### config.mk
export PLATFORM = sky130hd
export DESIGN_NAME = ppg_ctrl
export DESIGN_NICKNAME = d
export VERILOG_FILES = /design/src/design/ppg_pkg.sv /design/src/design/ppg_ctrl.sv
export SDC_FILE = /design/constraint.sdc
export NUM_CORES = 1
export LEC_CHECK = 0
export ABC_AREA = 1
export BUFFER_PORTS_ARGS = -buffer_cell sky130_fd_sc_hd__buf_2
export CORE_AREA = 2 2 39 41
export CTS_BUF_LIST = sky130_fd_sc_hd__clkbuf_8
export DETAILED_ROUTE_END_ITERATION = 12
export DIE_AREA = 0 0 41 43
export PLACE_DENSITY_LB_ADDON = 0.15
export SETUP_SLACK_MARGIN = 0.5
export SLEW_MARGIN = 20
export SYNTH_ARGS = -nofsm -noshare
export SYNTH_HDL_FRONTEND = slang
export SYNTH_SLANG_ARGS = --single-unit
export TNS_END_PERCENT = 50
### constraint.sdc
create_clock -name clk -period 3 [get_ports clk]
set_clock_uncertainty 0.15 [all_clocks]
set_input_delay 0.45 -clock clk [delete_from_list [all_inputs] [get_ports clk]]
set_output_delay 0.45 -clock clk [all_outputs]
set_load 0.01 [all_outputs]
### src/design/ppg_pkg.sv
// ============================================================================
// ppg_pkg: shared types and constants for the packet pacing gate
// Holds the transaction payload structs, the controller/datapath command and
// status bundles, the configuration register indexes and the command codes.
// ============================================================================
`default_nettype none

package ppg_pkg;

    // Field widths of the transactions and configuration registers.
    localparam int unsigned LINE_RATE_W  = 39;
    localparam int unsigned FRAME_W      = 15;
    localparam int unsigned RATE_W       = 14;
    localparam int unsigned CFG_IDX_W    = 2;
    localparam int unsigned CFG_DATA_W   = LINE_RATE_W;
    localparam int unsigned TIME_W       = 64;
    localparam int unsigned COUNT_W      = 16;
    localparam int unsigned BYTES_W      = 32;
    localparam int unsigned STAT_W       = 64;

    // Interval arithmetic widths.
    localparam int unsigned DIV_W        = LINE_RATE_W + RATE_W;
    localparam int unsigned INT_W        = 30;
    localparam int unsigned BATCH_W      = INT_W + COUNT_W;
    localparam int unsigned WIRE_BYTES_W = 16;
    localparam int unsigned WIRE_W       = WIRE_BYTES_W + 3;

    // Arithmetic constants.
    localparam longint unsigned ONE_SECOND_NS  = 64'd1000000000;
    localparam longint unsigned HUNDREDTHS_ALL = 64'd10000;

    // Defaults for the top-level parameters.
    localparam int unsigned OVERRUN_FACTOR_DEF      = 10;
    localparam int unsigned WIRE_OVERHEAD_BYTES_DEF = 20;

    // Configuration register reset values.
    localparam logic [LINE_RATE_W-1:0] LINE_RATE_RST = 39'd10000000000;
    localparam logic [FRAME_W-1:0]     FRAME_RST     = 15'd64;
    localparam logic [RATE_W-1:0]      RATE_RST      = 14'd10000;

    // Configuration register indexes.
    localparam logic [CFG_IDX_W-1:0] CFG_LINE_RATE = 2'd0;
    localparam logic [CFG_IDX_W-1:0] CFG_FRAME     = 2'd1;
    localparam logic [CFG_IDX_W-1:0] CFG_RATE      = 2'd2;

    // Input command codes.
    localparam logic [1:0] CMD_PACE    = 2'd0;
    localparam logic [1:0] CMD_RECORD  = 2'd1;
    localparam logic [1:0] CMD_RESTART = 2'd2;
    localparam logic [1:0] CMD_NOP     = 2'd3;

    // Divider operand selection.
    localparam logic [1:0] DIV_SEL_PPS      = 2'd0;
    localparam logic [1:0] DIV_SEL_INTERVAL = 2'd1;

    typedef struct packed {
        logic [1:0]         command;
        logic [TIME_W-1:0]  now_ns;
        logic [COUNT_W-1:0] count;
        logic [BYTES_W-1:0] byte_count;
    } in_item_t;

    typedef struct packed {
        logic [TIME_W-1:0] release_ns;
        logic              waited;
        logic              overran;
        logic [STAT_W-1:0] delay_total;
        logic [STAT_W-1:0] overrun_total;
        logic [STAT_W-1:0] packets_total;
        logic [STAT_W-1:0] bytes_total;
    } out_item_t;

    // Commands from the controller to the datapath.
    typedef struct packed {
        logic       load_prod;
        logic       div_start;
        logic [1:0] div_sel;
        logic       cap_pps;
        logic       cap_interval;
        logic       set_default;
        logic       load_in;
        logic       calc_batch;
        logic       calc_scale;
        logic       calc_limit;
        logic       finish;
    } ctrl_cmd_t;

    // Status from the datapath to the controller.
    typedef struct packed {
        logic div_done;
        logic wire_zero;
        logic pps_zero;
        logic out_free;
    } dp_status_t;

endpackage

`default_nettype wire

### src/design/ppg_ctrl.sv
// ============================================================================
// ppg_ctrl: packet pacing gate controller
// Sequences the interval derivation after reset and after every configuration
// write, then steps each accepted transaction through the pacing datapath.
// ============================================================================
`default_nettype none

module ppg_ctrl (
    input  wire logic               clk,
    input  wire logic               rst_n,
    input  wire logic               cfg_wr_en,
    input  wire logic               in_valid,
    output logic                    in_ready,
    input  wire ppg_pkg::dp_status_t status,
    output ppg_pkg::ctrl_cmd_t      cmd
);
    import ppg_pkg::*;

    localparam logic [3:0] S_PROD     = 4'd0;
    localparam logic [3:0] S_DIV_PPS  = 4'd1;
    localparam logic [3:0] S_WAIT_PPS = 4'd2;
    localparam logic [3:0] S_DIV_INT  = 4'd3;
    localparam logic [3:0] S_WAIT_INT = 4'd4;
    localparam logic [3:0] S_IDLE     = 4'd5;
    localparam logic [3:0] S_BATCH    = 4'd6;
    localparam logic [3:0] S_SCALE    = 4'd7;
    localparam logic [3:0] S_LIMIT    = 4'd8;
    localparam logic [3:0] S_FINISH   = 4'd9;

    logic [3:0] state_reg, state_next;

    // Next state and datapath commands.
    always_comb
    begin
        state_next = state_reg;
        cmd        = '0;
        cmd.div_sel = DIV_SEL_PPS;
        case (state_reg)
            S_PROD:
            begin
                cmd.load_prod = 1'b1;
                state_next    = S_DIV_PPS;
            end
            S_DIV_PPS:
            begin
                if (status.wire_zero)
                begin
                    cmd.set_default = 1'b1;
                    state_next      = S_IDLE;
                end
                else
                begin
                    cmd.div_start = 1'b1;
                    cmd.div_sel   = DIV_SEL_PPS;
                    state_next    = S_WAIT_PPS;
                end
            end
            S_WAIT_PPS:
            begin
                if (status.div_done)
                begin
                    cmd.cap_pps = 1'b1;
                    state_next  = S_DIV_INT;
                end
            end
            S_DIV_INT:
            begin
                if (status.pps_zero)
                begin
                    cmd.set_default = 1'b1;
                    state_next      = S_IDLE;
                end
                else
                begin
                    cmd.div_start = 1'b1;
                    cmd.div_sel   = DIV_SEL_INTERVAL;
                    state_next    = S_WAIT_INT;
                end
            end
            S_WAIT_INT:
            begin
                if (status.div_done)
                begin
                    cmd.cap_interval = 1'b1;
                    state_next       = S_IDLE;
                end
            end
            S_IDLE:
            begin
                if (in_valid)
                begin
                    cmd.load_in = 1'b1;
                    state_next  = S_BATCH;
                end
            end
            S_BATCH:
            begin
                cmd.calc_batch = 1'b1;
                state_next     = S_SCALE;
            end
            S_SCALE:
            begin
                cmd.calc_scale = 1'b1;
                state_next     = S_LIMIT;
            end
            S_LIMIT:
            begin
                cmd.calc_limit = 1'b1;
                state_next     = S_FINISH;
            end
            S_FINISH:
            begin
                if (status.out_free)
                begin
                    cmd.finish = 1'b1;
                    state_next = S_IDLE;
                end
            end
            default:
            begin
                state_next = S_PROD;
            end
        endcase
        // A configuration write restarts the interval derivation.
        if (cfg_wr_en)
        begin
            state_next = S_PROD;
        end
    end

    always_ff @(posedge clk or negedge rst_n)
    begin
        if (!rst_n)
        begin
            state_reg <= S_PROD;
        end
        else
        begin
            state_reg <= state_next;
        end
    end

    assign in_ready = (state_reg == S_IDLE);

endmodule

`default_nettype wire

==> results of run 1 <==
what timing repair did:
action	CTS	global route
endpoints found under the hold margin	4	0
setup buffers	0	0
hold buffers	1	0
cells by family after synthesis:
group,Yosys count,synth area share (%)
AO/OA/AOI/OAI,5,6.112
other,1,0.8325
buffers and inverters,15,14.17
flip-flops,4,22.22
AND/OR/NAND/NOR,53,56.67
power groups by stage:
stage / sequential [mW] / combinational [mW] / clock [mW]
floorplan: 0.0941 / 0.184 / 0
global placement: 0.109 / 0.244 / 0
detailed placement: 0.109 / 0.239 / 0
CTS: 0.110 / 0.241 / 0.116
global route: 0.113 / 0.269 / 0.122
finish: 0.110 / 0.241 / 0.114
path summary, 6_finish.rpt:
check,from,to
worst max-delay path,state_reg[0],cmd[10]
worst min-delay path,rst_n,state_reg[1]
worst max register to register,state_reg[0],state_reg[2]
worst min register to register,state_reg[2],state_reg[2]
max in group asynchronous,rst_n,state_reg[3]
min in group clk,status[3],state_reg[1]
placed cells by master, fill, tap and decap left out, drive strengths merged:
| master | netlist | routed |
|---|---|---|
| nor2 | 19 | 19 |
| dfrtp | 4 | 4 |
| inv | 12 | 12 |
| o21ai | 4 | 4 |
| nand4 | 1 | 1 |
| nand2 | 19 | 19 |
| conb | 1 | 1 |
| clkinv | 1 | 1 |
| dlygate4sd3 | 0 | 1 |
| nor4 | 1 | 1 |
| nor3b | 1 | 1 |
| nor3 | 1 | 1 |
| o21bai | 1 | 1 |
| clkbuf | 0 | 3 |
| buf | 2 | 19 |
| nand3 | 11 | 11 |
synthesized netlist by cell type (all sizes together):
| cell type | n | share of area (%) |
|---|---|---|
| nand2 | 19 | 16 |
| nor2 | 19 | 20 |
| inv | 12 | 10 |
| nand3 | 11 | 14 |
| dfrtp | 4 | 22 |
| o21ai | 4 | 4.4 |
| buf | 2 | 3.3 |
| clkinv | 1 | 0.83 |
| conb | 1 | 0.83 |
| nand4 | 1 | 1.4 |
| nor3 | 1 | 1.1 |
| nor3b | 1 | 1.7 |
| nor4 | 1 | 1.4 |
| o21bai | 1 | 1.7 |
layer usage:
metal / global-route usage, % / up-vias
li1: - / 284
met4: 4.000 / 0
met2: 22.19 / 20
met1: 21.64 / 234
met5: 0 / -
met3: 6.283 / 3
critical path, cell delays in order (launching register included):
cell and delay (ns):
dfrtp_1 0.50, nand2_1 0.12, nor2_1 0.17, inv_1 0.07, o21ai_0 0.14, buf_2 0.15
cell type report:
type	count	area, sq um	share of cell area (%)
multi-input combinational	59	286.5	47.61
timing repair buffer	20	105.1	17.46
sequential	4	100.1	16.63
inverter	13	48.80	8.108
clock buffer	3	41.29	6.861
tap	16	20.02	3.326
==> qor.csv, run 1 <==
metric,value,unit
status,completed,
total power,0.4647,mW
first-pass GRT wire length,1876,um
IO Count,21,
vias in the first global route,456,
total die area,0.001763,sq mm
vias per inst,4.704,
final period utilization,65.64,%
number of synthesized register bits,4,
Placed Area,550.5,sq um
CP required,2.40,ns
Mapped Area,450.4,sq um
P_int,0.2414,mW
H-tree Lvls,1,
Filler cells,166,
final hold slack,0.4118,ns
layout cells sized above 1,31.31,%
WL final,1187,um
Initial Util,32.55,%
Max-Cap Viols,0,
Synth-to-Final Area Change,33.61,%
M1 WL,543,um
Setup CP Type,register to primary output,
HP Class,input pin to asynchronous set/reset pin,
sequential fraction of the synthesis area,22.22,%
Die Wd,41,um
clk_lat worst skew,0.22,ns
final worst slack,1.031,ns
drt first pass iters,4,
Core Region,0.001384,sq mm
Max Used Layer,met4,
CTS tree,done,
GRT overflow,0,
# rows,14,
gr usage total,15.66,%
Die H,43,um
vias,541,
CTS Buf Count,3,
Peak VDD IR,0.0003965,V
Mean Syn Cell Area,5.775,sq um
PD cells,772.1,mW/mm^2
Gate Count Post-Synth,78,
root buffer cell,clkbuf_8,
endpoint class of the critical path,primary output,
Arrival @ worst endpoint,1.37,ns
CTS Buffer Depth,2,
largest net degree at the start of global routing,10,
"Hold Vio Cnt, Final",0,
flop2flop setup slack,1.52,ns
"Slew Viols, Final",0,
switching share of power,48.05,%
antenna-violating nets left,0,
Finished Layout Cells,115,
met3 routed WL,90,um
clock share of power,24.6,%
total negative slack,0,ns
pre-CTS WS,1.250,ns
clk sink count,4,
post-CTS sizing,0,
Final Util,43.49,%
Synth cell types,19,
WL per Instance,10.32,um
Final nets,109,
Reg2Reg Depth,7,
antenna cells,0,
startpoint types,register,
dpl cells,111,
Largest register FFs,4,
Logic pwr share,51.8,%
"Reg clk slew, reported paths",0.03,ns
HPWL after DPL,980.8,um
peak fanout along the critical path,9,
post-route cell area,601.8,sq um
DRC Markers,0,
Starting DRT DRC Count,20,
initial antenna violation count,0,
# port buffers,19,
GP Congestion,0.8088,
count of final setup violators,0,
Final min period,1.969,ns
syn nets,86,
Pleak,0.3712,nW
Seq pwr share,23.6,%
switching power,0.2233,mW
DR WL met2,543,um
Syn. warnings,0,
RSZ-0062 raised after global routing,false,
FMAX,507.8,MHz
Power figures use the tool's default switching activity.
==> inputs of run 2 (changes only) <==
==> constraint.sdc (replaced) <==
create_clock -name clk -period 1.6 [get_ports clk]
set_clock_uncertainty 0.15 [all_clocks]
set_input_delay 0.24 -clock clk [delete_from_list [all_inputs] [get_ports clk]]
set_output_delay 0.24 -clock clk [all_outputs]
set_load 0.01 [all_outputs]
==> run 2 against run 1 <==
Sequential power up 120%. Count of clock-buffer cells in the layout unchanged. Largest cell class unchanged. Combinational power grew to 3.1 times the previous value. Die area unchanged. The flow now finishes with violations (negative setup slack). Largest power group unchanged. First-iteration DRC count decreased by 5.0%.
==> qor.csv, run 2 (synthesis results as in run 1) <==
metric,value,unit
switching share of power,47.16,%
IO Count,21,
Reg2Reg Depth,9,
"Reg clk slew, reported paths",0.03,ns
drt first pass iters,4,
clk sink count,4,
largest net degree at the start of global routing,8,
Reg-to-Reg Start,state_reg[0],
WL per Instance,10.98,um
Final min period,1.637,ns
FMAX,611.0,MHz
switching power,0.5619,mW
# port buffers,19,
peak fanout along the critical path,6,
layout cells sized above 1,62.39,%
Max-Cap Viols,0,
"Hold Vio Cnt, Final",0,
status,"finished, violations left",
first-pass GRT wire length,2104,um
total die area,0.001763,sq mm
GRT overflow,0,
Logic pwr share,62.1,%
Final nets,118,
CTS Buf Count,3,
post-route cell area,810.8,sq um
Critical R2R Capture,state_reg[1],
CP required,1.21,ns
Starting DRT DRC Count,19,
hold path endpoint,state_reg[3],
DRC Markers,0,
antenna-violating nets left,0,
Placed Area,628.1,sq um
GP Congestion,0.8073,
RSZ-0062 raised after global routing,true,
# rows,14,
Arrival @ worst endpoint,1.25,ns
vias per inst,4.808,
Die Wd,41,um
Seq pwr share,20.0,%
"most common cell after layout, fill and taps aside",buf_2,
endpoint class of the critical path,primary output,
clock share of power,18.0,%
antenna cells,0,
startpoint types,register,
most frequent cells in the layout,"buf_2 (17), nand2_1 (10), nor2_1 (9), buf_4 (8)",
final period utilization,102.3,%
initial antenna violation count,0,
count of final setup violators,5,
dpl cells,112,
Core Region,0.001384,sq mm
flop2flop setup slack,0.06,ns
"Slew Viols, Final",0,
Synth-to-Final Area Change,80.00,%
Largest register FFs,4,
final worst slack,-0.03674,ns
failing checks,negative setup slack,
H-tree Lvls,1,
P_int,0.6295,mW
Pleak,0.4400,nW
vias in the first global route,517,
vias,601,
hold wc startpoint,status[0],
gr usage total,17.47,%
Setup CP Type,register to primary output,
CTS tree,done,
WL final,1373,um
Die H,43,um
root buffer cell,clkbuf_8,
PD cells,1469,mW/mm^2
worst hold path cell count,4,
Peak VDD IR,0.0005619,V
CTS Buffer Depth,2,
Finished Layout Cells,125,
clk_lat worst skew,0.22,ns
Initial Util,32.55,%
HP Class,input pin to register,
HPWL after DPL,996,um
==> run 2: cell types whose count changed in the layout (fill, tap and decap cells not counted), moves of 3 or more <==
| cell | previous run | this run |
|---|---|---|
| dfrtp_2 | 0 | 4 |
| nor2_4 | 2 | 7 |
| inv_1 | 10 | 7 |
| nand2_2 | 1 | 7 |
| dfrtp_1 | 4 | 0 |
| nor2_1 | 15 | 9 |
| buf_4 | 0 | 8 |
| nand2_1 | 18 | 10 |
| buf_6 | 0 | 3 |
==> run 2: final cells by class <==
| class | count | area (sq um) |
|---|---|---|
| clock inverter | 1 | 3.754 |
| inverter | 13 | 55.05 |
| timing repair buffer | 29 | 188.9 |
| fill | 122 | 573.1 |
| tap | 16 | 20.02 |
| multi-input combinational | 59 | 396.6 |
| clock buffer | 3 | 41.29 |
| sequential | 4 | 105.1 |
==> run 2: power groups by stage <==
stage / combinational, mW / sequential [mW] / clock [mW]
2_1_floorplan: 0.426 / 0.192 / 0
3_3_place_gp: 0.534 / 0.228 / 0
3_5_place_dp: 0.526 / 0.229 / 0
4_1_cts: 0.622 / 0.226 / 0.216
5_1_grt: 0.800 / 0.247 / 0.227
6_report: 0.739 / 0.238 / 0.214
==> run 2: routing by layer <==
layer | track usage (%) | vias up | share of wire (%)
met2 | 25.31 | 20 | 51
met5 | 0 | - | 0
met3 | 3.141 | 0 | 4.7
met1 | 25.25 | 274 | 45
met4 | 6.000 | 0 | 0
li1 | - | 307 | -
==> run 2: worst max-delay path by stage <==
| stage | cells after the start | startpoint | slack, ns | end |
|---|---|---|---|---|
| after floorplan | 5 | state_reg[2] | 0.33 | cmd[10] |
| after global placement | 5 | state_reg[0] | 0.11 | cmd[10] |
| after detailed placement | 5 | state_reg[0] | 0.11 | cmd[7] |
| after CTS | 6 | state_reg[2] | -0.03 | cmd[10] |
| after global routing | 3 | state_reg[0] | -0.08 | cmd[6] |
| final | 6 | state_reg[2] | -0.04 | cmd[10] |
==> run 2: what timing repair did <==
item / CTS / global route
pin swaps: 3 / 3
gates resized for setup: 9 / 9
endpoints found under the setup margin: 16 / 16
hold endpoints to repair: 4 / 0
gates cloned: 0 / 0
hold buffers: 1 / 0
buffers inserted: 3 / 5
==> run 2: worst max-delay path: stages, from the launching register on <==
cell and delay, ns:
dfrtp_2 0.47, inv_4 0.12, nand2_4 0.06, nor2_4 0.09
inv_2 0.06, o21ai_2 0.09, buf_2 0.13
==> run 2: metrics by stage <==
stage	hold WS, ns	power [mW]	util (%)	setup slack (ns)	setup TNS (ns)
detailed placement	-0.1057	0.7551	45.39	0.1064	0
CTS	0.1744	1.064	53.62	-0.02551	-0.07465
floorplan	-0.2056	0.6176	-	0.3304	0
global placement	-0.1044	0.7625	45.39	0.1114	0
finish	0.1804	1.191	58.59	-0.03674	-0.06309
global route	0.2105	1.275	58.59	-0.08423	-0.5491
